<file path="src/rtl/core/assert_macros.svh">
// Assertion macros shared by the RTL of the two-list merge block.
// No dependencies; included by files that carry concurrent checks.
`ifndef ASSERT_MACROS_SVH
`define ASSERT_MACROS_SVH

// same-cycle implication, disabled while reset is asserted
`define ASSERT_IMPLY(label, clk, rst_n, ante, cons) \
	label: assert property (@(posedge clk) disable iff (!(rst_n)) (ante) |-> (cons)) \
		else $error("assertion failed");

// next-cycle implication, disabled while reset is asserted
`define ASSERT_NEXT(label, clk, rst_n, ante, cons) \
	label: assert property (@(posedge clk) disable iff (!(rst_n)) (ante) |=> (cons)) \
		else $error("assertion failed");

`endif

</file>
<file path="src/rtl/core/smtl_pkg.sv">
// Shared types and constants for the sorted two-list merge block.
// No dependencies; imported by every module of the block.
package smtl_pkg;

	localparam int VALUE_W        = 32;
	localparam int LIST_DEPTH_DEF = 16;
	localparam int QUEUE_DEPTH    = 2;

	typedef struct packed {
		logic               which;
		logic [VALUE_W-1:0] value;
		logic               last;
	} item_t;

	typedef struct packed {
		logic merging;
		logic emit_last;
	} status_t;

endpackage

</file>
<file path="src/rtl/core/smtl_queue.sv">
// Front of the merge block: accepts input items into a short queue.
// Depends on smtl_pkg.
module smtl_queue import smtl_pkg::*; (
	input  logic  clk,
	input  logic  arst_n,
	input  logic  s_tvalid,
	output logic  s_tready,
	input  item_t s_item,
	output logic  q_valid,
	output item_t q_item,
	input  logic  q_pop
);

	localparam int QP_W = (QUEUE_DEPTH > 1) ? $clog2(QUEUE_DEPTH) : 1;
	localparam int QC_W = $clog2(QUEUE_DEPTH + 1);
	localparam logic [QC_W-1:0] FULL_C = QC_W'(QUEUE_DEPTH);

	item_t            slots_q [QUEUE_DEPTH];
	logic [QP_W-1:0]  wr_ptr_q;
	logic [QP_W-1:0]  rd_ptr_q;
	logic [QC_W-1:0]  count_q;
	logic             push;
	logic             pop;

	assign s_tready = (count_q != FULL_C);
	assign q_valid  = (count_q != '0);
	assign q_item   = slots_q[rd_ptr_q];
	assign push     = s_tvalid && s_tready;
	assign pop      = q_pop && q_valid;

	always_ff @(posedge clk) begin
		if (push) begin
			slots_q[wr_ptr_q] <= s_item;
		end
	end

	always_ff @(posedge clk or negedge arst_n) begin
		if (!arst_n) begin
			wr_ptr_q <= '0;
			rd_ptr_q <= '0;
			count_q  <= '0;
		end else begin
			if (push) begin
				wr_ptr_q <= wr_ptr_q + QP_W'(1);
			end
			if (pop) begin
				rd_ptr_q <= rd_ptr_q + QP_W'(1);
			end
			if (push && !pop) begin
				count_q <= count_q + QC_W'(1);
			end else if (pop && !push) begin
				count_q <= count_q - QC_W'(1);
			end
		end
	end

endmodule

</file>
<file path="src/rtl/core/smtl_merge.sv">
// Back of the merge block: stores list elements in two buffers and,
// once both lists end, emits the merged sequence. Depends on smtl_pkg.
module smtl_merge import smtl_pkg::*; #(
	parameter int LIST_DEPTH = LIST_DEPTH_DEF
) (
	input  logic               clk,
	input  logic               arst_n,
	input  logic               q_valid,
	input  item_t              q_item,
	output logic               q_pop,
	output logic               m_tvalid,
	input  logic               m_tready,
	output logic [VALUE_W-1:0] m_value,
	output logic               m_from,
	output logic               m_last,
	output logic               m_ovf,
	output status_t            status
);

	localparam int CNT_W = $clog2(LIST_DEPTH + 1);
	localparam int IDX_W = (LIST_DEPTH > 1) ? $clog2(LIST_DEPTH) : 1;
	localparam logic [CNT_W-1:0] DEPTH_C = CNT_W'(LIST_DEPTH);

	typedef enum logic [1:0] {ST_LOAD, ST_START, ST_MERGE} state_t;

	state_t             state_q;
	logic [VALUE_W-1:0] mem_a [LIST_DEPTH];
	logic [VALUE_W-1:0] mem_b [LIST_DEPTH];
	logic [CNT_W-1:0]   cnt_a_q, cnt_b_q, i_q, j_q;
	logic               end_a_q, end_b_q, drop_q;
	logic [VALUE_W-1:0] head_a_q, head_b_q;
	logic               m_tvalid_q, m_last_q, m_from_q, m_ovf_q;
	logic [VALUE_W-1:0] m_value_q;

	logic             load_go, sel, cur_end, store, end_set, end_a_n, end_b_n;
	logic [CNT_W-1:0] cur_cnt, i_n, j_n, i_d, j_d;
	logic             out_free, step, avail_a, avail_b, take_a, is_last;

	always_comb begin
		load_go  = (state_q == ST_LOAD) && q_valid;
		sel      = q_item.which;
		cur_end  = sel ? end_b_q : end_a_q;
		cur_cnt  = sel ? cnt_b_q : cnt_a_q;
		store    = load_go && !cur_end && (cur_cnt < DEPTH_C);
		end_set  = load_go && !cur_end && q_item.last;
		end_a_n  = end_a_q || (end_set && !sel);
		end_b_n  = end_b_q || (end_set && sel);

		out_free = !m_tvalid_q || m_tready;
		step     = (state_q == ST_MERGE) && out_free;
		avail_a  = (i_q < cnt_a_q);
		avail_b  = (j_q < cnt_b_q);
		take_a   = avail_a && (!avail_b || ($signed(head_a_q) <= $signed(head_b_q)));
		i_n      = i_q + CNT_W'(take_a);
		j_n      = j_q + CNT_W'(!take_a);
		is_last  = step && (i_n == cnt_a_q) && (j_n == cnt_b_q);
		i_d      = step ? i_n : i_q;
		j_d      = step ? j_n : j_q;
	end

	assign q_pop            = load_go;
	assign m_tvalid         = m_tvalid_q;
	assign m_value          = m_value_q;
	assign m_from           = m_from_q;
	assign m_last           = m_last_q;
	assign m_ovf            = m_ovf_q;
	assign status.merging   = (state_q != ST_LOAD);
	assign status.emit_last = is_last;

	// buffers: one write port, registered read of the current heads
	always_ff @(posedge clk) begin
		if (store && !sel) begin
			mem_a[cur_cnt[IDX_W-1:0]] <= q_item.value;
		end
		if (store && sel) begin
			mem_b[cur_cnt[IDX_W-1:0]] <= q_item.value;
		end
		head_a_q <= mem_a[i_d[IDX_W-1:0]];
		head_b_q <= mem_b[j_d[IDX_W-1:0]];
	end

	always_ff @(posedge clk or negedge arst_n) begin
		if (!arst_n) begin
			state_q    <= ST_LOAD;
			cnt_a_q    <= '0;
			cnt_b_q    <= '0;
			end_a_q    <= 1'b0;
			end_b_q    <= 1'b0;
			drop_q     <= 1'b0;
			i_q        <= '0;
			j_q        <= '0;
			m_tvalid_q <= 1'b0;
			m_value_q  <= '0;
			m_from_q   <= 1'b0;
			m_last_q   <= 1'b0;
			m_ovf_q    <= 1'b0;
		end else begin
			if (step) begin
				m_tvalid_q <= 1'b1;
			end else if (m_tready) begin
				m_tvalid_q <= 1'b0;
			end
			case (state_q)
				ST_LOAD: begin
					if (load_go) begin
						if (store && !sel) begin
							cnt_a_q <= cnt_a_q + CNT_W'(1);
						end
						if (store && sel) begin
							cnt_b_q <= cnt_b_q + CNT_W'(1);
						end
						if (!store) begin
							drop_q <= 1'b1;
						end
						end_a_q <= end_a_n;
						end_b_q <= end_b_n;
						if (end_a_n && end_b_n) begin
							state_q <= ST_START;
						end
					end
				end
				ST_START: begin
					if ((cnt_a_q == '0) && (cnt_b_q == '0)) begin
						end_a_q <= 1'b0;
						end_b_q <= 1'b0;
						drop_q  <= 1'b0;
						state_q <= ST_LOAD;
					end else begin
						state_q <= ST_MERGE;
					end
				end
				ST_MERGE: begin
					if (step) begin
						m_value_q  <= take_a ? head_a_q : head_b_q;
						m_from_q   <= !take_a;
						m_last_q   <= is_last;
						m_ovf_q    <= drop_q;
						if (is_last) begin
							i_q     <= '0;
							j_q     <= '0;
							cnt_a_q <= '0;
							cnt_b_q <= '0;
							end_a_q <= 1'b0;
							end_b_q <= 1'b0;
							drop_q  <= 1'b0;
							state_q <= ST_LOAD;
						end else begin
							i_q     <= i_n;
							j_q     <= j_n;
						end
					end
				end
				default: begin
					state_q <= ST_LOAD;
				end
			endcase
		end
	end

endmodule

</file>
<file path="src/rtl/core/sorted_two_list_merge.sv">
// Sorted two-list merge, top level. Depends on smtl_pkg, smtl_queue, smtl_merge.
// Load: one item per cycle while loading, through a 2-entry queue; the back pops each accepted
// item and stores it in its list buffer. Merge: after the item that ends the second list is
// stored, a setup state follows (back to loading if both lists are empty); results are registered,
// one result per cycle while m_tready is high. Input stalls once the queue fills during a merge.
// Async reset clears queue, counts, flags and output valid; buffers are not cleared.
module sorted_two_list_merge import smtl_pkg::*; #(
	parameter int LIST_DEPTH = LIST_DEPTH_DEF
) (
	input  logic               clk,
	input  logic               arst_n,
	input  logic               s_tvalid,
	output logic               s_tready,
	input  logic [VALUE_W-1:0] s_tdata,  // [31:0] value
	input  logic               s_tuser,  // [0] which_list
	input  logic               s_tlast,  // last_of_list
	output logic               m_tvalid,
	input  logic               m_tready,
	output logic [VALUE_W-1:0] m_tdata,  // [31:0] merged_value
	output logic [1:0]         m_tuser,  // [0] from_list, [1] overflow_seen
	output logic               m_tlast   // last_merged
);

	item_t   s_item;
	item_t   q_item;
	logic    q_valid;
	logic    q_pop;
	logic    m_from;
	logic    m_ovf;
	status_t status;

	assign s_item.which = s_tuser;
	assign s_item.value = s_tdata;
	assign s_item.last  = s_tlast;
	assign m_tuser      = {m_ovf, m_from};

	smtl_queue u_queue (
		.clk      (clk),
		.arst_n   (arst_n),
		.s_tvalid (s_tvalid),
		.s_tready (s_tready),
		.s_item   (s_item),
		.q_valid  (q_valid),
		.q_item   (q_item),
		.q_pop    (q_pop)
	);

	smtl_merge #(
		.LIST_DEPTH (LIST_DEPTH)
	) u_merge (
		.clk      (clk),
		.arst_n   (arst_n),
		.q_valid  (q_valid),
		.q_item   (q_item),
		.q_pop    (q_pop),
		.m_tvalid (m_tvalid),
		.m_tready (m_tready),
		.m_value  (m_tdata),
		.m_from   (m_from),
		.m_last   (m_tlast),
		.m_ovf    (m_ovf),
		.status   (status)
	);

`include "assert_macros.svh"

	`ASSERT_IMPLY(a_pop_needs_item, clk, arst_n, q_pop, q_valid)
	`ASSERT_IMPLY(a_no_load_in_merge, clk, arst_n, status.merging, !q_pop)
	`ASSERT_NEXT(a_last_ends_merge, clk, arst_n, status.emit_last,
		!status.merging && m_tvalid && m_tlast)

endmodule
</file>
<file path="config.mk">
export PLATFORM = sky130hd
export DESIGN_NAME = sorted_two_list_merge
export DESIGN_NICKNAME = d
export VERILOG_FILES = /design/src/rtl/core/smtl_pkg.sv /design/src/rtl/core/smtl_queue.sv /design/src/rtl/core/smtl_merge.sv /design/src/rtl/core/sorted_two_list_merge.sv
export VERILOG_INCLUDE_DIRS = /design/src /design/src/rtl/core
export SDC_FILE = /design/constraint.sdc
export NUM_CORES = 1
export LEC_CHECK = 0
export ABC_CLOCK_PERIOD_IN_PS = 4600
export BUFFER_PORTS_ARGS = -buffer_cell sky130_fd_sc_hd__buf_4
export CORE_ASPECT_RATIO = 0.7
export CORE_MARGIN = 2
export CORE_UTILIZATION = 35
export CTS_CLUSTER_DIAMETER = 50
export CTS_CLUSTER_SIZE = 10
export DETAILED_ROUTE_END_ITERATION = 8
export SETUP_SLACK_MARGIN = 0.1
export SLEW_MARGIN = 40
export SYNTH_ARGS = -nofsm -noshare
export SYNTH_HDL_FRONTEND = slang
export SYNTH_SLANG_ARGS = --single-unit
</file>
<file path="constraint.sdc">
create_clock -name clk -period 4.6 [get_ports clk]
set_input_delay 0.23 -clock clk [delete_from_list [all_inputs] [get_ports clk]]
set_output_delay 0.23 -clock clk [all_outputs]
set_load 0.01 [all_outputs]
</file>
# == Word level (Yosys, flattened, before mapping) ==
# Memory sizes are Yosys's and may differ from the RTL's. A register that Yosys moved wholly into a read port is not among the register bits.
# Cells that the tools add are included.
# word_totals
regBits,65
latch_bits,0
ramBits,1092
rom_bits,0
out_inout_bits,37
mem_count,3
# classes
addsub,8
multipliers,0
n_div,0
magnitude_cmp,4
n_eq_ne,13
shift,0
muxes,41
bitwise,0
reduce_logical,43
# memory_table
name,depth,width,read_ports,rd_clocked_by_memory_dff,write_ports,line_no,rtl
u_merge.mem_a,16,32,1,1,1,smtl_merge.sv:27,logic [VALUE_W-1:0] mem_a [LIST_DEPTH];
u_merge.mem_b,16,32,1,1,1,smtl_merge.sv:28,logic [VALUE_W-1:0] mem_b [LIST_DEPTH];
u_queue.slots_q,2,34,1,0,1,smtl_queue.sv:18,item_t slots_q [QUEUE_DEPTH];
# op_table
op,n
$mux W5,9
$le A32 B32 Y1,1
$mux W32,1
$pmux W5 S2,2
$logic_and A1 B1 Y1,18
$mux W1,16
$reduce_and A5 Y1,3
$mux W2,7
$ne A2 B2 Y1 const B,6
$add A5 B1 Y5,2
$add A5 B1 Y5 const B,2
$eq A5 B5 Y1,2
$logic_not A5 Y1,2
$lt A5 B5 Y1,2
$pmux W1 S3,3
$mux W4,2
$reduce_bool A2 Y1,4
$logic_not A1 Y1,7
$ne A2 B1 Y1 const B,3
$pmux W2 S3,1
$reduce_and A6 Y1,1
$lt A5 B5 Y1 const B,1
$logic_or A1 B1 Y1,4
$reduce_and A4 Y1,1
8 further kinds,9

# == Logic depth before layout (Yosys ltp) ==
# Gate-level depths: netlist of the first run.
# logic_depth
word_depth,11
mapped_depth,19
ltp_nobuf,18

# == Cells and area by module ==
# From an unflattened synthesis of the first run, not the netlist that was laid out.
# unflattened
cells_unflattened,2187
area_unflattened_um2,46932.5
# by_module_without_submodules
mod,instances,cells_each,area_per_inst_um2,seq_area_each_um2
smtl_merge,1,2061,44118.6,33557.2
smtl_queue,1,124,2798.9,2142.1
sorted_two_list_merge,1,2,15.0,0.0

# == Least setup slack after synthesis of the first run ==
# OpenSTA, ideal clock, no wires.
# synth_timing
path_type,register to register
start,reg u_merge.head_b_q[31] (read register of u_merge.mem_b)
end,reg u_merge.head_a_q[0] (read register of u_merge.mem_a)
setup_time_ns,0.134
arrival_time_ns,3.811
required_ns,4.466
setup_slack_ns,0.654
stages_incl_launch_ff,15
path_buffers,2
period_less_slack_ns,3.946
cell_sequence,dfxtp_1 > inv_1 > ha_1 > nand4_1 > or4_1 > nor3_1 > o31ai_1 > nand2_1 > inv_1 > ha_1 > mux2i_1 > buf_2 > buf_2 > mux4_2 > mux4_2
# synth_between
elab_chain_len,5
# synth_lines
item,line_no,rtl
"start, declared",smtl_merge.sv:31,"logic [VALUE_W-1:0] head_a_q, head_b_q;"
$le A32 B32 Y1,smtl_merge.sv:53,take_a = avail_a && (!avail_b || ($signed(head_a_q) <= $signed(head_b_q)));
$logic_or A1 B1 Y1,smtl_merge.sv:53,
$logic_and A1 B1 Y1,smtl_merge.sv:53,
$add A5 B1 Y5,smtl_merge.sv:54,i_n = i_q + CNT_W'(take_a);
$mux W4,smtl_merge.sv:57,i_d = step ? i_n : i_q;
"end, declared",smtl_merge.sv:31,
# Every way passes these cells.
# A chain may end at the register's enable or synchronous reset.

# == Worst setup path in the final report of the first run ==
# layout_timing
start,reg u_merge.head_b_q[29] (read register of u_merge.mem_b)
end,reg u_merge.head_a_q[18] (read register of u_merge.mem_a)
# The elaborated chain is that of the path after synthesis.

==> results of run 1 <==
==> registers in the layout (all words and copies together), names as in the netlist <==
register / count
u_merge.head_b_q: 32
u_merge.m_last: 1
u_merge.end_a_q: 1
u_merge.drop_q: 1
u_merge.state_q: 2
u_queue.count_q: 2
u_merge.mem_a: 512
u_merge.m_from: 1
u_merge.m_value: 32
u_queue.rd_ptr_q: 1
u_merge.mem_b: 512
u_merge.j_q: 5
u_merge.head_a_q: 32
u_queue.slots_q: 68
u_merge.cnt_a_q: 5
u_merge.m_ovf: 1
u_merge.m_tvalid: 1
u_merge.cnt_b_q: 5
u_queue.wr_ptr_q: 1
u_merge.end_b_q: 1
u_merge.i_q: 5
==> cell usage in the layout (no fill, tap or decap), drive strengths merged, types with 3 or more instances in the layout <==
master,count
nor3,12
xnor2,13
and3,3
nor3b,3
nand4,6
a21o,3
nand2b,4
mux2i,7
a31oi,40
ha,53
o21ai,58
nand3,18
inv,54
mux4,320
dfxtp,64
mux2,35
dfrtp,65
nor2,88
buf,243
nand2,32
clkbuf,258
edfxtp,1092
a21oi,55
dlygate4sd3,37
clkinv,8
xor2,8
==> power groups by stage <==
| stage | Clock, uW | Sequential [uW] | Combinational (uW) |
|---|---|---|---|
| floorplan | 0 | 15000 | 9600 |
| global placement | 0 | 15400 | 14800 |
| detailed placement | 0 | 15500 | 15200 |
| CTS | 10400 | 15300 | 15500 |
| global route | 10900 | 15400 | 18600 |
| finish | 10200 | 15300 | 17500 |
==> cells by family after synthesis <==
kind of cell,count (synthesis),share of synthesized area [%]
AND/OR/NAND/NOR,179,1.72
flip-flops,1221,76.3
AO/OA/AOI/OAI,179,2.27
buffers and inverters,157,1.51
adder cells (fa/ha/maj),53,1.42
multiplexers,362,16.4
XOR/XNOR,21,0.393
==> area by class of cell <==
cell class              instances  share of cell area, %
diodes                          2                0.00878
flip-flops and latches       1221                   62.7
clock buffers                 237                   6.99
clock inverters                10                  0.318
inverters                      52                  0.343
repair buffers                301                   6.37
well taps                    1767                   3.88
multi-input cells             794                   19.4
==> timing repair <==
| item | 4_1_cts | 5_1_grt |
|---|---|---|
| setup endpoints to repair | 90 | 79 |
| endpoints found under the hold margin | 135 | 0 |
| gates cloned | 1 | 26 |
| hold buffers | 38 | 0 |
| pin swaps | 3 | 20 |
| buffers inserted | 2 | 20 |
| resized for setup | 14 | 84 |
==> metrics by stage <==
stage / hold WS [ps] / worst slack [ps] / power, uW / setup TNS [ps]
6_report: 133 / 8.08 / 43100 / 0
3_3_place_gp: 127 / -781 / 30200 / -53680
4_1_cts: 168 / 114 / 41100 / 0
2_1_floorplan: -65.6 / 654 / 24600 / 0
3_5_place_dp: 132 / -670 / 30700 / -47130
5_1_grt: 160 / -84.6 / 44800 / -1280
==> per-layer routing <==
| metal | up-vias | wire length (um) | GRT usage [%] |
|---|---|---|---|
| met5 | - | 0 | 0 |
| met2 | 1238 | 54600 | 25.7 |
| met3 | 217 | 12700 | 5.33 |
| met1 | 12700 | 56100 | 26.5 |
| met4 | 0 | 3060 | 5.71 |
| li1 | 9695 | - | - |
==> path summary, 6_finish.rpt <==
kind	startpoint	end	slack [ps]
min reg2reg	u_merge.head_b_q[2]$_DFF_P_	u_merge.m_value[2]$_DFFE_PN0P_	490
max reg2reg	u_merge.head_b_q[29]$_DFF_P_	u_merge.head_a_q[18]$_DFF_P_	8
min in group clk	s_tdata[1]	u_queue.slots_q[0][2]$_DFFE_PP_	210
max	u_merge.head_b_q[29]$_DFF_P_	u_merge.head_a_q[18]$_DFF_P_	8
max in group asynchronous	arst_n	u_merge.m_value[12]$_DFFE_PN0P_	3970
min	arst_n	u_queue.count_q[1]$_DFFE_PN0P_	130
==> tightest hold or removal path: stages <==
cell and delay (ps):
dlygate4sd3_1 530, buf_4 140, buf_6 420
==> summary.txt, run 1 <==
CTS
  – Worst-path clk slew: about 50 ps
  – Htree depth: 4
  – Max clock buf depth: 3
  – CTS tree: done
  – Inserted Clock Buffers: 140
  – Clock sink total: 1221
  – Root Driver: clkbuf_16
  – Clk_lat worst skew: 760 ps

STA
  – Slew @ Worst Pin: ~860 ps
  – Setup Skew: about 45 ps
  – Relative slew slack: between 40% and 50%
  – Max Freq: around 220 MHz
  – Final setup vio count: 0
  – Final hold vios: 0
  – RSZ-0062 raised after global routing: yes
  – Period utilization: 99.8%
  – Final min period: around 4600 ps
  – Final Max Slew Viols: 0

Power
  – P_int: ~29000 uW
  – Pwr per Cell Area: roughly 760 nW/um^2
  – Clock network fraction of total power: 23.7%
  – Fraction of power consumed by sequential logic: between 30% and 40%
  – Comb pwr share: 40.7%
  – P_sw: about 14000 uW
  – Sw Share: between 30% and 40%
  – Worst vdd ir: between 400 and 500 uV
  – Leak pwr: 0.0187 uW

Setup path
  – CP required: about 5200 ps
  – WS Path Type: flop to flop
  – CP most frequent cell: ha_4
  – Buf+Inv Stages, Crit Path: 7
  – Critical Path Source Type: flop
  – Largest stage delay, worst path: roughly 700 ps
  – WP data arrival: about 5200 ps
  – CP endpoint kind: flop
  – WP depth: 18
  – Slowest CP cell: or4_4
  – R2R depth: 18
  – Worst-path cell chain: inv_2 > ha_4 > nand4_1 > or4_4 > nor3_4 > buf_6 > o31ai_4 > nand2_2 > inv_2 > ha_4 > ha_4 > buf_6 > mux2i_4 > buf_12 > buf_16 > clkbuf_16 > mux4_2 > mux4_2
  – Cell family with most CP delay: simple AND/OR/NAND/NOR gates
  – Crit Path Max Fanout: 7

Detailed routing
  – Post-DRT Antenna Nets: 0
  – Vias: between 20000 and 25000
  – Drt via density: between 5 and 6
  – DRT iter0 DRCs: 3096
  – Total Routed Length: between 100000 and 150000 um
  – Drt first pass iters: 5
  – # DRC: 0
  – WL per Instance: between 20 and 30 um

Status
  – Run status: completed

Synth
  – Share of the yosys chip area belonging to registers: 76.3%
  – Synthesized cell area: ~47000 sq um
  – Count leader, synth: edfxtp_1
  – Synth area leaders: edfxtp_1 70%, mux4_2 15%, dfrtp_1 3.5%
  – Post-synth ARST share: about 5.3%
  – Yosys top cell area share: between 70 and 80%
  – Number of distinct library cells after synthesis: 55
  – EDFF count, synth: around 1100
  – Avg Cell Area, Syn: between 20 and 25 sq um
  – FF+latch count, synth: approximately 1200
  – Gate Count Post-Synth: between 2000 and 2500
  – Syn Nets: approximately 2300
  – Synth area leader: edfxtp_1
  – Yosys warning count: 0
  – Commonest cells in the netlist: 1092 x edfxtp_1, 320 x mux4_2, 88 x nor2_1
  – Primary FF master, synth: edfxtp_1

Place
  – Cells after DPL: ~4000
  – Post-DP Area: 51100 sq um
  – Gp weighted congestion: 0.880
  – Dpl hpwl: 69400 um
  – Port bufs: 74

Finish
  – Final instance area: approximately 57000 sq um
  – Net count, final: 2601
  – Fill count: 11200
  – Multi-input logic area: about 11000 sq um
  – Finished Layout Cells: around 4400
  – Post-layout util: 42.8%
  – Register area: about 36000 sq um
  – Area Growth Syn to Fin: 21.8%
  – Share of cells above drive strength 1: roughly 33%

Floorplan
  – Die Area: about 140000 sq um
  – Row count: around 110
  – Core area: 133000 sq um
  – Die Span Y: ~310 um
  – Starting Density: about a third
  – Die X: around 440 um
  – I/O Pins: 75

Global routing
  – Initial antenna violation count: 0
  – Overflow after GRT: 0
  – First-pass GRT wire length: approximately 170000 um
  – Vias in the first global route: 24100
  – Largest net degree at the start of global routing: 48
  – GRT Total Usage: 18.0%

Hold path
  – Hold Path Class: input port to asynchronous set/reset pin

Job
  – MaxCap Viol Count: 0
Power figures use the tool's default switching activity.
==> run 2: changes to the inputs <==
--- a/config.mk
+++ b/config.mk
@@ -7,13 +7,14 @@
 export NUM_CORES = 1
 export LEC_CHECK = 0
 export ABC_CLOCK_PERIOD_IN_PS = 4600
-export BUFFER_PORTS_ARGS = -buffer_cell sky130_fd_sc_hd__buf_4
 export CORE_ASPECT_RATIO = 0.7
 export CORE_MARGIN = 2
 export CORE_UTILIZATION = 35
 export CTS_CLUSTER_DIAMETER = 50
 export CTS_CLUSTER_SIZE = 10
 export DETAILED_ROUTE_END_ITERATION = 8
+export DONT_BUFFER_PORTS = 1
+export RECOVER_POWER = 50
 export SETUP_SLACK_MARGIN = 0.1
 export SLEW_MARGIN = 40
 export SYNTH_ARGS = -nofsm -noshare
==> summary.txt, run 2 (synthesis results as in run 1) <==
Floorplan
  – Core area: 133000 sq um (unchanged)
  – Die Span Y: 310 um (unchanged)
  – Die X: 441 um (unchanged)
  – Starting Density: 35.2% (unchanged)
  – I/O Pins: 75 (unchanged)
  – Die Area: 137000 sq um (unchanged)
  – Row count: 112 (unchanged)

Global routing
  – GRT Total Usage: 17.8% (-0.27 points)
  – Largest net degree at the start of global routing: 66 (+38%)
  – First-pass GRT wire length: 172000 um (-1.1%)
  – Vias in the first global route: 23600 (-1.9%)
  – Overflow after GRT: 0 (unchanged)
  – Initial antenna violation count: 2 (+2)

Detailed routing
  – Total Routed Length: 121000 um (-4.3%)
  – Vias: 23500 (-1.5%)
  – Drt via density: 5.46 (+0.18%)
  – WL per Instance: 28.1 um (-2.7%)
  – # DRC: 0 (unchanged)
  – Post-DRT Antenna Nets: 0 (unchanged)
  – DRT iter0 DRCs: 3123 (+0.87%)
  – Drt first pass iters: 6 (+1)

Power
  – Fraction of power consumed by sequential logic: 37.2% (+1.6 points)
  – P_sw: 13300 uW (-4.5%)
  – Worst vdd ir: 393 uV (-18%)
  – Sw Share: 32.2% (-0.16 points)
  – Clock network fraction of total power: 24.9% (+1.2 points)
  – Comb pwr share: 37.9% (-2.8 points)
  – P_int: 28000 uW (-3.8%)
  – Leak pwr: 0.0181 uW (-3.2%)
  – Pwr per Cell Area: 742 nW/um^2 (-1.9%)

CTS
  – Htree depth: 4 (unchanged)
  – Inserted Clock Buffers: 142 (+1.4%)
  – CTS tree: done
  – Root Driver: clkbuf_16
  – Worst-path clk slew: 60 ps (about the same)
  – Max clock buf depth: 3 (unchanged)
  – Clk_lat worst skew: 770 ps (about the same)
  – Clock sink total: 1221 (unchanged)

Finish
  – Commonest cells after routing, fill and taps aside: 1092 x edfxtp_1, 320 x mux4_2, 148 x clkbuf_16
  – Diodes inserted: 0 (-2)
  – Leading cell type in the layout, fill and taps excluded: edfxtp_1
  – Finished Layout Cells: 4311 (-1.7%)
  – Net count, final: 2526 (-2.9%)
  – Fill count: 11300 (+0.90%)
  – Share of cells above drive strength 1: 29.3% (-3.8 points)
  – Area Growth Syn to Fin: 19.1%

Hold path
  – Hold Path Class: input port to flop
  – Min-delay src: s_tdata[19]
  – Hold path depth: 1
  – Hold EP: u_queue.slots_q[1][20]$_DFFE_PP_

Status
  – Failing checks: capacitance limit, slew limit
  – Run status: complete, but fails checks

Setup path
  – RR Endpoint: u_merge.cnt_a_q[4]$_DFFE_PN0P_
  – WS Path Type: flop to flop
  – Reg-to-reg critical path startpoint: u_merge.head_b_q[14]$_DFF_P_
  – WP data arrival: 5080 ps (-150 ps)
  – R2R depth: 20 (+2)
  – Worst reg-to-reg setup slack: 100 ps (+90 ps)
  – CP endpoint kind: flop
  – Crit Path Max Fanout: 4 (-3)
  – Critical Path Source Type: flop
  – CP required: 5180 ps (-50 ps)

STA
  – Final min period: 4500 ps (-91.1 ps)
  – Setup Skew: 33.3 ps (-11.7 ps)
  – Period utilization: 97.8% (-2.0 points)
  – Final setup vio count: 0 (unchanged)
  – Setup TNS: 0 ps (unchanged)
  – Relative slew slack: -138% (-180 points)
  – Max Freq: 222 MHz (+2.0%)
  – Final hold vios: 0 (unchanged)
  – Slew @ Worst Pin: 3570 ps (+2700 ps)
  – Final Max Slew Viols: 136 (+136)

Place
  – Gp weighted congestion: 0.865 (-1.6%)
  – Port bufs: 0 (-100%)
  – Dpl hpwl: 71600 um (+3.3%)
  – Cells after DPL: 3998 (-1.2%)

Job
  – MaxCap Viol Count: 3 (+3)
==> run 2: through the flow <==
step | total power (uW) | setup slack, ps | hold slack, ps | utilization (%) | area (sq um)
global placement | 30200 | -588 | -63.2 | 38.1 | 50700
floorplan | 24600 | 654 | -65.6 | - | 46800
CTS | 41100 | 65.0 | 77.9 | 41.6 | 55400
finish | 41400 | 99.2 | 129 | 41.9 | 55700
global route | 43200 | -11.3 | 103 | 41.9 | 55700
detailed placement | 30600 | -144 | -62.9 | 38.1 | 50700
==> run 2: final cells by class <==
class                   instances  area [sq um]  area share, %
clock inverters                16           191          0.343
multi-input cells             794         11000           19.7
clock buffers                 237          4000           7.18
well taps                    1767          2210           3.97
inverters                      52           195          0.350
repair buffers                224          2430           4.37
flip-flops and latches       1221         35700           64.0
==> run 2: worst max-delay path by stage <==
| stage | startpoint | end | slack (ps) | depth (start not counted) |
|---|---|---|---|---|
| after floorplan | u_merge.head_b_q[31]$_DFF_P_ | u_merge.head_a_q[0]$_DFF_P_ | 650 | 14 |
| after global placement | u_merge.head_b_q[9]$_DFF_P_ | u_merge.head_b_q[13]$_DFF_P_ | -590 | 16 |
| after detailed placement | u_merge.head_b_q[10]$_DFF_P_ | u_merge.drop_q$_DFFE_PN0P_ | -140 | 20 |
| after CTS | u_merge.head_b_q[10]$_DFF_P_ | u_merge.head_b_q[13]$_DFF_P_ | 70 | 16 |
| after global routing | u_merge.head_b_q[14]$_DFF_P_ | u_merge.drop_q$_DFFE_PN0P_ | -10 | 19 |
| final | u_merge.head_b_q[14]$_DFF_P_ | u_merge.cnt_a_q[4]$_DFFE_PN0P_ | 100 | 20 |
==> run 2: timing repair <==
item                                    CTS  global route
setup buffers                             2            14
hold buffers                             40             0
endpoints found under the hold margin   143             0
endpoints found under the setup margin   77            78
cloned                                    0             3
pin swaps                                 2             8
resized for setup                         5            30
==> run 2: power groups by stage <==
stage	clock network [uW]	logic, uW	registers [uW]
6_report	10300	15700	15400
4_1_cts	10500	15300	15300
3_5_place_dp	0	15100	15500
3_3_place_gp	0	14700	15500
5_1_grt	11000	16800	15500
2_1_floorplan	0	9600	15000
==> run 2: critical path, stage by stage (launching register included) <==
cell      delay [ps]
dfxtp_2          320
inv_1             60
ha_4             280
nand4_1          180
nor4b_4          580
buf_4            210
o21ai_0          100
a21oi_1          200
buf_4            150
o31ai_4           80
nand2_4          110
inv_2             60
ha_4             160
ha_4             160
and2_1           170
nor2b_1          140
o311a_1          400
o221a_2          350
o21ai_1          320
o21ai_0          160
a21boi_0         140
==> run 2: layer usage <==
| metal | global-route usage [%] | wire [um] |
|---|---|---|
| met1 | 26.8 | 54600 |
| met2 | 25.6 | 53200 |
| met3 | 3.99 | 10700 |
| met4 | 5.44 | 2490 |
| met5 | 0 | 0 |
